$ cat src/rtl/mdc_pkg.sv
`timescale 1ns / 1ps
`default_nettype none

package mdc_pkg;

	// input item kinds
	localparam logic [1:0] FUNC_CMD   = 2'd0;
	localparam logic [1:0] FUNC_DATA  = 2'd1;
	localparam logic [1:0] FUNC_QUERY = 2'd2;

	// command bytes
	localparam logic [7:0] CMD_CONTRAST = 8'h81;
	localparam logic [7:0] CMD_ALL_OFF  = 8'hA4;
	localparam logic [7:0] CMD_ALL_ON   = 8'hA5;
	localparam logic [7:0] CMD_INV_OFF  = 8'hA6;
	localparam logic [7:0] CMD_INV_ON   = 8'hA7;
	localparam logic [7:0] CMD_DISP_OFF = 8'hAE;
	localparam logic [7:0] CMD_DISP_ON  = 8'hAF;

	localparam logic [7:0] CONTRAST_RESET = 8'hFF;
	localparam int         DIM_NUM        = 48;

	// widest frame store address over the parameter range
	localparam int STORE_AW    = 12;
	localparam int QUEUE_DEPTH = 4;
	localparam int QPTR_W      = 2;

	typedef enum logic [3:0] {
		OP_CONTRAST,
		OP_ALL_ON,
		OP_ALL_OFF,
		OP_INV_ON,
		OP_INV_OFF,
		OP_DISP_ON,
		OP_DISP_OFF,
		OP_WRITE,
		OP_READ
	} op_t;

	typedef struct packed {
		op_t                 op;
		logic [STORE_AW-1:0] addr;
		logic [7:0]          value;
		logic [2:0]          row;
		logic                hit;
	} q_entry_t;

endpackage

`default_nettype wire

$ cat src/rtl/mdc_queue.sv
`timescale 1ns / 1ps
`default_nettype none

module mdc_queue (
	input  wire logic               clk,
	input  wire logic               arst_n,
	input  wire logic               q_push,
	input  mdc_pkg::q_entry_t       q_wdata,
	output logic                    q_full,
	input  wire logic               q_pop,
	output mdc_pkg::q_entry_t       q_rdata,
	output logic                    q_empty
);

	localparam int DEPTH = mdc_pkg::QUEUE_DEPTH;
	localparam int PW    = mdc_pkg::QPTR_W;

	mdc_pkg::q_entry_t slot_q [DEPTH];
	logic [PW-1:0]     wr_ptr_q, rd_ptr_q;
	logic [PW:0]       count_q;
	logic              do_push, do_pop;

	assign q_full  = (count_q == (PW+1)'(DEPTH));
	assign q_empty = (count_q == '0);
	assign q_rdata = slot_q[rd_ptr_q];
	assign do_push = q_push && !q_full;
	assign do_pop  = q_pop && !q_empty;

	always_ff @(posedge clk) begin
		if (do_push) begin
			slot_q[wr_ptr_q] <= q_wdata;
		end
	end

	always_ff @(posedge clk or negedge arst_n) begin
		if (!arst_n) begin
			wr_ptr_q <= '0;
			rd_ptr_q <= '0;
			count_q  <= '0;
		end else begin
			if (do_push) begin
				wr_ptr_q <= wr_ptr_q + 1'b1;
			end
			if (do_pop) begin
				rd_ptr_q <= rd_ptr_q + 1'b1;
			end
			case ({do_push, do_pop})
				2'b10:   count_q <= count_q + 1'b1;
				2'b01:   count_q <= count_q - 1'b1;
				default: count_q <= count_q;
			endcase
		end
	end

endmodule

`default_nettype wire

$ cat config.mk
export PLATFORM = sky130hd
export DESIGN_NAME = mdc_queue
export DESIGN_NICKNAME = d
export VERILOG_FILES = /design/src/rtl/mdc_pkg.sv /design/src/rtl/mdc_queue.sv
export SDC_FILE = /design/constraint.sdc
export NUM_CORES = 1
export LEC_CHECK = 0
export BUFFER_PORTS_ARGS = -buffer_cell sky130_fd_sc_hd__clkbuf_2
export CAP_MARGIN = 30
export CORE_MARGIN = 2
export CORE_UTILIZATION = 61
export CTS_BUF_LIST = sky130_fd_sc_hd__clkbuf_16
export DETAILED_ROUTE_END_ITERATION = 6
export PLACE_DENSITY = 0.88
export SLEW_MARGIN = 5
export SYNTH_ARGS = -nofsm -noshare
export SYNTH_HDL_FRONTEND = slang
export SYNTH_SLANG_ARGS = --single-unit
$ cat constraint.sdc
create_clock -name clk -period 4.3 [get_ports clk]
set_clock_uncertainty 0.2 [all_clocks]
set_input_delay 0.43 -clock clk [delete_from_list [all_inputs] [get_ports clk]]
set_output_delay 0.43 -clock clk [all_outputs]
set_load 0.01 [all_outputs]
==> results list <==
- Maximum capacitance violations: 0
- For this run, design rule violations remaining after detail routing come to 0.
- The compound-gate portion of the synthesized area came to 0.00223.
- In this run the register-to-register setup slack is 2.04 ns.
- Worst Path Arrival: 2.06 ns
- Number of I/O pins: 62
- Most frequent standard cell in the layout excluding fill and tap cells: sky130_fd_sc_hd__edfxtp_1
- Crit path capture type: output pin
- Clock Sink Count: 119
* Slew headroom: 0.480
- Number of filler cells placed in the layout: 383
- Internal power: 2.94 mW
- Routability cong.: 0.684
* Leftover overflow at the end of global routing: 0
* Mapped Area: 4490 um^2
- Worst ir drop on vdd: 0.420 mV
- Simple-Gate Fraction of Synth Area: 0.0167
* Number of buffers created by CTS: 17
- Synthesis produced a netlist with a net count of 221.
* Hold violation total from the final report: 0
- Tightest Hold Check Type: in -> reg
- Number of global-route vias before repair: 2,251
- The first detailed-routing pass took 4 iterations.
- Synthesized-area fraction occupied by xor and xnor cells: 0.0117
* Pin count of the biggest net entering global routing: 29
- Detailed-route wire length: 7590 um
* Insertion delay of the later-clocked pin in the worst-skew pair: 0.40 ns
- Setup slack closes at 1.61 ns.
* Flop pwr share: 0.418
- Achievable clock frequency: 372 MHz
- Measured along the x axis, the die boundary spans 89.8 um.
- Highest-count cells in the layout ignoring fill and taps: sky130_fd_sc_hd__edfxtp_1 (112), sky130_fd_sc_hd__clkbuf_2 (61), sky130_fd_sc_hd__mux4_2 (28), sky130_fd_sc_hd__clkbuf_16 (17), sky130_fd_sc_hd__inv_1 (7)
- Buffer levels on the longest clock path: 2
- Detailed placement finished with a half-perimeter wire length of 4500 um.
- After routing, the total negative slack on setup checks comes to 0 ns.
- The run finished with clean final reports.
* Clock input transition at the sequential cells of the worst setup and hold paths: 0.05 ns
* Relative contribution of the clock network to total power: 0.330
- In this run the remaining antenna-violating nets after routing total 0.
- Vias after detailed routing: 2,043
* Power dissipated by switching net loads: 1.11 mW
- The final-report max-slew violation count was 0.
- CTS built an H-tree with a depth of 4.
- Met2 Routed Length: 4200 um
* Multiplexer fraction of the synthesized cell area: 0.146
* Ratio of cells with drive above 1 in the final layout: 0.465
- Adder-cell area share of the yosys netlist: 0.0184
- Of the total power, combinational logic draws 0.252.
- Number of enable-type register cells in the synthesized netlist: 112
- Fraction of registers with async set/reset: 0.0588
- The slowest stage of the critical path is the sky130_fd_sc_hd__dfrtp_1 cell.
- Count of distinct cell types in the synthesized netlist: 19
- Met3 routed WL: 289 um
* Number of buffers inserted by post-CTS setup repair: 0
- Setup repair after global routing missed its margin: no
- Prevailing post-synth register cell: sky130_fd_sc_hd__edfxtp_1
- Wire length on met1: 2950 um
- Finish-stage setup viols: 0
* Die outline height: 89.8 um
- Counting every instance in the synthesized netlist gives 183.
- Worst EP required: 3.67 ns
- Final cycle utilization of the critical path: 0.626
- Flip-flop and latch count after synthesis: 119
- In the final design database the tool counted 298 nets.
- In this run the top signal layer used is met4.
- Areal power density over the cells: 741 nW/um^2
- For this run, the number of Yosys warnings is 0.
* Crit start category: register
* Clock period minus worst slack: 2.69 ns
* Post-synthesis average cell area: 24.5 um^2
- Sequential cell area fraction in the yosys report: 0.789
- Overall die area: 8060 um^2
- For this block, the initial DRC count from the detailed router was 120.
* Worst slew pin tran: 0.780 ns
- Across the whole layout, storage elements account for 3540 um^2.
- In the global route stage, overall resource usage came out at 0.210.
- The initial antenna violation count was 0.
- Switching share of total power: 0.274
- The analysis attributes to cell leakage a power of 1.98 nW.
- After synthesis, the largest family of logic cells by area is multiplexers.
- Setup CP Type: reg -> out
- Finished Core Util: 0.762
- In the final layout, the multi-input gates occupy 876 um^2.
- The first global-routing pass estimated 12,100 um of wire.
- Core Area: 7180 um^2
* Longest individual stage delay on the worst path: 0.80 ns
- Routed len/inst: 20.5 um
* Placement Rows: 31
- Crit path max fanout: 15
- Initial Util: 0.625
- Input and output buffers added on the ports amount to 61.
- TritonCTS built the clock tree.
- Worst path cell trace: buf_4 -> mux4_2 -> clkbuf_2
* Number of inserted diodes: 0
* Place WS: 2.01 ns
- Root cell of the clock tree: sky130_fd_sc_hd__clkbuf_16
- Synth-to-Final Area Change: 22.0%
* Routed via count divided by cell count: 5.52
-- synth_stat cells (3+ instances only) --
master | n | area share
sky130_fd_sc_hd__xnor2_1 | 3 | 0.0059
sky130_fd_sc_hd__and2_2 | 4 | 0.0067
sky130_fd_sc_hd__dfrtp_1 | 7 | 0.039
sky130_fd_sc_hd__edfxtp_1 | 112 | 0.75
sky130_fd_sc_hd__buf_2 | 3 | 0.0033
sky130_fd_sc_hd__inv_1 | 6 | 0.0050
sky130_fd_sc_hd__buf_6 | 3 | 0.0075
sky130_fd_sc_hd__mux4_2 | 28 | 0.14
sky130_fd_sc_hd__ha_1 | 5 | 0.014
sky130_fd_sc_hd__xor2_1 | 3 | 0.0059
-- final timing paths --
check,start,to,depth (start not counted)
worst max register to register,count_q[0]$_DFFE_PN0P_,count_q[2]$_DFFE_PN0P_,9
min in group asynchronous,arst_n,count_q[0]$_DFFE_PN0P_,2
worst max-delay path,rd_ptr_q[1]$_DFFE_PN0P_,q_rdata[22],3
worst min-delay path,q_wdata[5],slot_q[0][5]$_DFFE_PP_,1
worst min register to register,count_q[2]$_DFFE_PN0P_,count_q[2]$_DFFE_PN0P_,1
max in group asynchronous,arst_n,rd_ptr_q[0]$_DFFE_PN0P_,2
-- flip-flops by register name, indices dropped and copies added, names as in the netlist --
name      count
slot_q      112
count_q       3
rd_ptr_q      2
wr_ptr_q      2
-- metrics by stage --
stage	instances	power [mW]	hold WS, ns	instance area [um^2]
final	370	4.05	0.0473	5470
after global routing	370	4.23	0.0398	5470
after CTS	370	4.10	0.0355	5470
after detailed placement	339	2.74	0.0767	4890
after global placement	338	2.69	0.0738	4870
after floorplan	183	2.39	-0.0656	4490
-- critical path: cells and delay by family (launching register included) --
kind / cells / cell delay, ns
muxes: 1 / 0.34
buffers and inverters: 2 / 0.53
DFF: 1 / 0.80
-- final cells by class --
type | count | share of cell area
Inverter | 6 | 0.00412
Sequential cell | 119 | 0.647
Clock buffer | 17 | 0.0778
Multi-Input combinational cell | 52 | 0.160
Clock inverter | 13 | 0.0256
Timing Repair Buffer | 64 | 0.0627
Tap cell | 99 | 0.0226
-- cells by family after synthesis --
family,count (synthesis)
AND/OR/NAND/NOR,9
buffers and inverters,12
multiplexers,30
XOR/XNOR,6
adder cells (fa/ha/maj),6
flip-flops,119
AO/OA/AOI/OAI,1
-- routing by layer --
metal | GRT usage | vias to the layer above
met5 | 0 | -
met4 | 0.118 | 0
met3 | 0.0562 | 13
met2 | 0.355 | 64
met1 | 0.245 | 1054
li1 | - | 912
-- power groups by stage --
stage          sequential (mW)  combinational, mW  clock, mW
2_1_floorplan             1.62              0.766          0
3_3_place_gp              1.75              0.940          0
3_5_place_dp              1.72               1.02          0
4_1_cts                   1.70               1.04       1.36
5_1_grt                   1.72               1.11       1.40
6_report                  1.69               1.02       1.34
-- what timing repair did --
item	in CTS	in global routing
hold buffers	1	0
gates resized for setup	0	0
setup endpoints to repair	0	0
hold endpoints to repair	7	0
No activity file was read; power rests on OpenSTA's default activity.
