File: src/rtl/mdc_pkg.sv
`timescale 1ns / 1ps
`default_nettype none

package mdc_pkg;

	// input item kinds
	localparam logic [1:0] FUNC_CMD   = 2'd0;
	localparam logic [1:0] FUNC_DATA  = 2'd1;
	localparam logic [1:0] FUNC_QUERY = 2'd2;

	// command bytes
	localparam logic [7:0] CMD_CONTRAST = 8'h81;
	localparam logic [7:0] CMD_ALL_OFF  = 8'hA4;
	localparam logic [7:0] CMD_ALL_ON   = 8'hA5;
	localparam logic [7:0] CMD_INV_OFF  = 8'hA6;
	localparam logic [7:0] CMD_INV_ON   = 8'hA7;
	localparam logic [7:0] CMD_DISP_OFF = 8'hAE;
	localparam logic [7:0] CMD_DISP_ON  = 8'hAF;

	localparam logic [7:0] CONTRAST_RESET = 8'hFF;
	localparam int         DIM_NUM        = 48;

	// widest frame store address over the parameter range
	localparam int STORE_AW    = 12;
	localparam int QUEUE_DEPTH = 4;
	localparam int QPTR_W      = 2;

	typedef enum logic [3:0] {
		OP_CONTRAST,
		OP_ALL_ON,
		OP_ALL_OFF,
		OP_INV_ON,
		OP_INV_OFF,
		OP_DISP_ON,
		OP_DISP_OFF,
		OP_WRITE,
		OP_READ
	} op_t;

	typedef struct packed {
		op_t                 op;
		logic [STORE_AW-1:0] addr;
		logic [7:0]          value;
		logic [2:0]          row;
		logic                hit;
	} q_entry_t;

endpackage

`default_nettype wire

File: src/rtl/mdc_front.sv
`timescale 1ns / 1ps
`default_nettype none

module mdc_front #(
	parameter int PANEL_WIDTH  = 128,
	parameter int PANEL_HEIGHT = 64
) (
	input  wire logic                clk,
	input  wire logic                arst_n,
	input  wire logic                push,
	output logic                     full,
	input  wire logic [1:0]          func,
	input  wire logic [7:0]          data_byte,
	input  wire logic [6:0]          pixel_x,
	input  wire logic [5:0]          pixel_y,
	output logic                     q_push,
	output mdc_pkg::q_entry_t        q_entry,
	input  wire logic                q_full
);

	localparam int PAGE_COUNT = PANEL_HEIGHT / 8;
	localparam int STORE_SIZE = PANEL_WIDTH * PAGE_COUNT;
	localparam int ADDR_W     = $clog2(STORE_SIZE);
	localparam int SAW        = mdc_pkg::STORE_AW;

	logic              pending_q, pending_d;
	logic [ADDR_W-1:0] wr_addr_q, wr_addr_d;
	logic              wrapped_q, wrapped_d;

	logic              accept;
	logic [2:0]        page;
	logic              in_range;
	logic [SAW-1:0]    qaddr;
	logic              written;

	assign full   = q_full;
	assign accept = push && !q_full;

	// query address and whether that entry has been written since reset
	assign page     = pixel_y[5:3];
	assign in_range = (9'(pixel_x) < 9'(PANEL_WIDTH)) && (5'(page) < 5'(PAGE_COUNT));
	assign qaddr    = SAW'(page) * SAW'(PANEL_WIDTH) + SAW'(pixel_x);
	assign written  = wrapped_q || (qaddr < SAW'(wr_addr_q));

	always_comb begin
		pending_d     = pending_q;
		wr_addr_d     = wr_addr_q;
		wrapped_d     = wrapped_q;
		q_push        = 1'b0;
		q_entry.op    = mdc_pkg::OP_READ;
		q_entry.addr  = qaddr;
		q_entry.value = data_byte;
		q_entry.row   = pixel_y[2:0];
		q_entry.hit   = in_range && written;
		if (accept) begin
			unique case (func)
				mdc_pkg::FUNC_CMD: begin
					if (pending_q) begin
						pending_d  = 1'b0;
						q_push     = 1'b1;
						q_entry.op = mdc_pkg::OP_CONTRAST;
					end else begin
						q_push = 1'b1;
						unique case (data_byte)
							mdc_pkg::CMD_CONTRAST: begin
								pending_d = 1'b1;
								q_push    = 1'b0;
							end
							mdc_pkg::CMD_ALL_OFF:  q_entry.op = mdc_pkg::OP_ALL_OFF;
							mdc_pkg::CMD_ALL_ON:   q_entry.op = mdc_pkg::OP_ALL_ON;
							mdc_pkg::CMD_INV_OFF:  q_entry.op = mdc_pkg::OP_INV_OFF;
							mdc_pkg::CMD_INV_ON:   q_entry.op = mdc_pkg::OP_INV_ON;
							mdc_pkg::CMD_DISP_OFF: q_entry.op = mdc_pkg::OP_DISP_OFF;
							mdc_pkg::CMD_DISP_ON:  q_entry.op = mdc_pkg::OP_DISP_ON;
							default:               q_push     = 1'b0;
						endcase
					end
				end
				mdc_pkg::FUNC_DATA: begin
					q_push       = 1'b1;
					q_entry.op   = mdc_pkg::OP_WRITE;
					q_entry.addr = SAW'(wr_addr_q);
					// column/page walk is a linear sweep of the store
					if (wr_addr_q == ADDR_W'(STORE_SIZE - 1)) begin
						wr_addr_d = '0;
						wrapped_d = 1'b1;
					end else begin
						wr_addr_d = wr_addr_q + 1'b1;
					end
				end
				mdc_pkg::FUNC_QUERY: begin
					q_push     = 1'b1;
					q_entry.op = mdc_pkg::OP_READ;
				end
				default: q_push = 1'b0;
			endcase
		end
	end

	always_ff @(posedge clk or negedge arst_n) begin
		if (!arst_n) begin
			pending_q <= 1'b0;
			wr_addr_q <= '0;
			wrapped_q <= 1'b0;
		end else begin
			pending_q <= pending_d;
			wr_addr_q <= wr_addr_d;
			wrapped_q <= wrapped_d;
		end
	end

endmodule

`default_nettype wire

File: config.mk
export PLATFORM = sky130hd
export DESIGN_NAME = mdc_front
export DESIGN_NICKNAME = d
export VERILOG_FILES = /design/src/rtl/mdc_pkg.sv /design/src/rtl/mdc_front.sv
export SDC_FILE = /design/constraint.sdc
export NUM_CORES = 1
export LEC_CHECK = 0
export ABC_AREA = 1
export BUFFER_PORTS_ARGS = -buffer_cell sky130_fd_sc_hd__buf_4
export CAP_MARGIN = 5
export CORE_MARGIN = 8
export CORE_UTILIZATION = 40
export DETAILED_ROUTE_END_ITERATION = 7
export PLACE_DENSITY = 0.76
export SKIP_CTS_REPAIR_TIMING = 1
export SYNTH_ARGS = -nofsm -noshare
export SYNTH_HDL_FRONTEND = slang
export SYNTH_SLANG_ARGS = --single-unit
File: constraint.sdc
create_clock -name clk -period 1.3 [get_ports clk]
set_input_delay 0 -clock clk [delete_from_list [all_inputs] [get_ports clk]]
set_output_delay 0 -clock clk [all_outputs]
set_load 0.1 [all_outputs]
==> impl_metrics.toml <==
[yosys]
avgSynthCellArea_um2 = 6.89
synth.yosys.seq_area_share_pct = 22.7
synth_cells = 192
synthesis.area_mm2 = 0.00132
yosys_most_used_dff = "dfrtp_1"
synth.distinct_cells = 27
synth-edff-count = 0
async_flop_share_pct = 100
yosysWarnings = 0
synth-seq-cells = 12

[setup_path]
rr_endpoint = "wr_addr_q[3]"
crit_type = "flip-flop to output port"
endpoint_kind = "output port"
start_kind = "flip-flop"
cp.arrival_ps = 1660
reg2reg_slack_ps = -120
r2r.worst_path.cells = 8
cp_max_fo = 2
r2r_start = "wr_addr_q[1]"
required_ps = 1300

[die]
row_count = 21
num_io_pins = 57
die-height_um = 73.5
die_w_um = 73.5
start_util_pct = 40.6
core_mm2 = 0.00326
die-area_mm2 = 0.00541

[drt]
dr_wl_met2_mm = 2.14
dr.first_iter.drc_count = 35
vias_per_cell = 4.73
avgRoutedWirePerCell_um = 13.2
route.met3.wl_um = 226
top_layer_used = "met4"
dr.pass1.iters = 4
drt_wl_total_mm = 4.02
drt-met1-wl_mm = 1.60
antenna_left = 0
vias = 1439
drc = 0

[final_layout]
final_cell_mix = "buf_4 (57), nand2_1 (38), inv_1 (20)"
nets = 300
multi_input_area_mm2 = 0.00108
area_growth_pct = 76.2
fillers = 253
antennaDiodeCount = 0
mostFrequentLayoutCell = "buf_4"
drive_gt1_share_pct = 55.4
regArea_um2 = 300
finalInstanceArea_mm2 = 0.00233

[global_routing]
grt-ovfl-total = 0
grt_pass1_vias = 1288
grt_pass1_wl_mm = 5.72
gr-usage-all-layers_pct = 13.3
grt_max_degree = 14
antenna_found_initial = 0

[clock_tree]
clock_latency_ps = 270
cts_sinks = 12
cts_tree = "built"
numCtsBuffers = 3
clock_path_buffers = 2
cts_root_buf = "clkbuf_4"
h-tree-depth = 1
clkTransAtPathRegs_ps = 70

[power]
totalPowerFinal_uw = 2490
irDropWorstVdd_mv = 0.983
p_leak_uw = 0.00115
pwr_density_cell_mw_per_mm2 = 1070

[timing]
max_freq_mhz = 603
hold_violations = 0
setup_violations = 8
finalWorstSetupSlack_ps = -358
timing.hold.ws_ps = 0.0439
drv_slew = 0
rsz0062_at_grt = "true"
clock_skew_ps = 0.845
fin_crit_sh_pct = 128
min_period_ps = 1660

[placement]
place_area_mm2 = 0.00205
hpwl_mm = 3.08
io_buffers = 48
gp_congestion = 0.804

[status]
violations = "setup timing"
status = "finished with violations"

[min_path]
hold_depth = 0
whs_endpoint = "q_entry[2]"
hold_class = "input port to output port"
hold_start = "pixel_y[1]"

[run]
cap_violations = 0
where the power goes:
group	total (uW)	switching, uW	internal, uW
clock	234	126	107
combinational	1740	1020	717
sequential	517	55.3	462
kinds of logic (layout without fill, tap and decap cells):
logic type | after synthesis | after routing | share of synthesized area (%)
flip-flops | 12 | 12 | 22.7
AO/OA/AOI/OAI | 28 | 28 | 11.3
adder cells (fa/ha/maj) | 13 | 13 | 12.3
buffers and inverters | 49 | 114 | 18.9
other | 1 | 2 | 0.283
XOR/XNOR | 4 | 4 | 2.65
AND/OR/NAND/NOR | 85 | 85 | 31.9
critical path: stages (launching register included):
cell and delay [ps]:
dfrtp_1 390, inv_2 80, ha_4 200, a21oi_2 110
o21ai_1 80, nand2_1 80, nand3_2 70, o21ai_2 170
buf_12 190
synthesized netlist by cell type, types with 2 or more instances:
cell,number,area [um^2]
nor2_1,10,37.5
buf_2,2,10.0
nor3_1,4,20.0
xor2_1,4,35.0
ha_1,13,163
inv_2,4,15.0
nand2_2,4,25.0
buf_4,15,113
nand3_2,2,20.0
a21oi_1,6,30.0
inv_1,27,101
nor2_2,3,18.8
nand4_1,3,18.8
o21ai_1,8,40.0
nand3_1,11,55.1
dfrtp_1,12,300
nor2_4,4,45.0
nand2_1,40,150
o21ai_0,11,55.1
and3_1,2,12.5
state kept, by name (all words and copies together) (netlist names):
| name | cells |
|---|---|
| wrapped_q | 1 |
| wr_addr_q | 10 |
| pending_q | 1 |
per-layer routing:
metal / vias up / track usage [%]
met4: 0 / 2.88
li1: 736 / -
met2: 34 / 21.9
met5: - / 0
met1: 661 / 16.0
met3: 8 / 4.64
worst max-delay path by stage:
stage | start | to | slack [ps] | depth (start not counted)
5_1_grt | wr_addr_q[2] | q_entry[0] | -500 | 6
4_1_cts | wr_addr_q[6] | q_entry[0] | -420 | 8
2_1_floorplan | func[1] | q_entry[27] | -340 | 3
3_5_place_dp | wr_addr_q[6] | q_entry[0] | -110 | 8
6_report | wr_addr_q[6] | q_entry[0] | -360 | 8
3_3_place_gp | wr_addr_q[4] | q_entry[0] | -80 | 8
per-stage QoR:
step | worst slack (ps) | setup TNS (ps) | instances | utilization (%)
2_1_floorplan | -343 | -641 | 193 | -
3_3_place_gp | -77.0 | -182 | 295 | 63.0
3_5_place_dp | -111 | -306 | 295 | 63.0
4_1_cts | -419 | -1120 | 298 | 63.7
5_1_grt | -502 | -1420 | 304 | 71.6
6_report | -358 | -789 | 304 | 71.6
layout make-up:
type                       instances  area share [%]
multi-input combinational        132            46.5
timing repair buffer              80            31.6
sequential                        12            12.9
inverter                          31            5.63
tap                               46            2.47
clock buffer                       3           0.966
No activity file was read; power rests on OpenSTA's default activity.
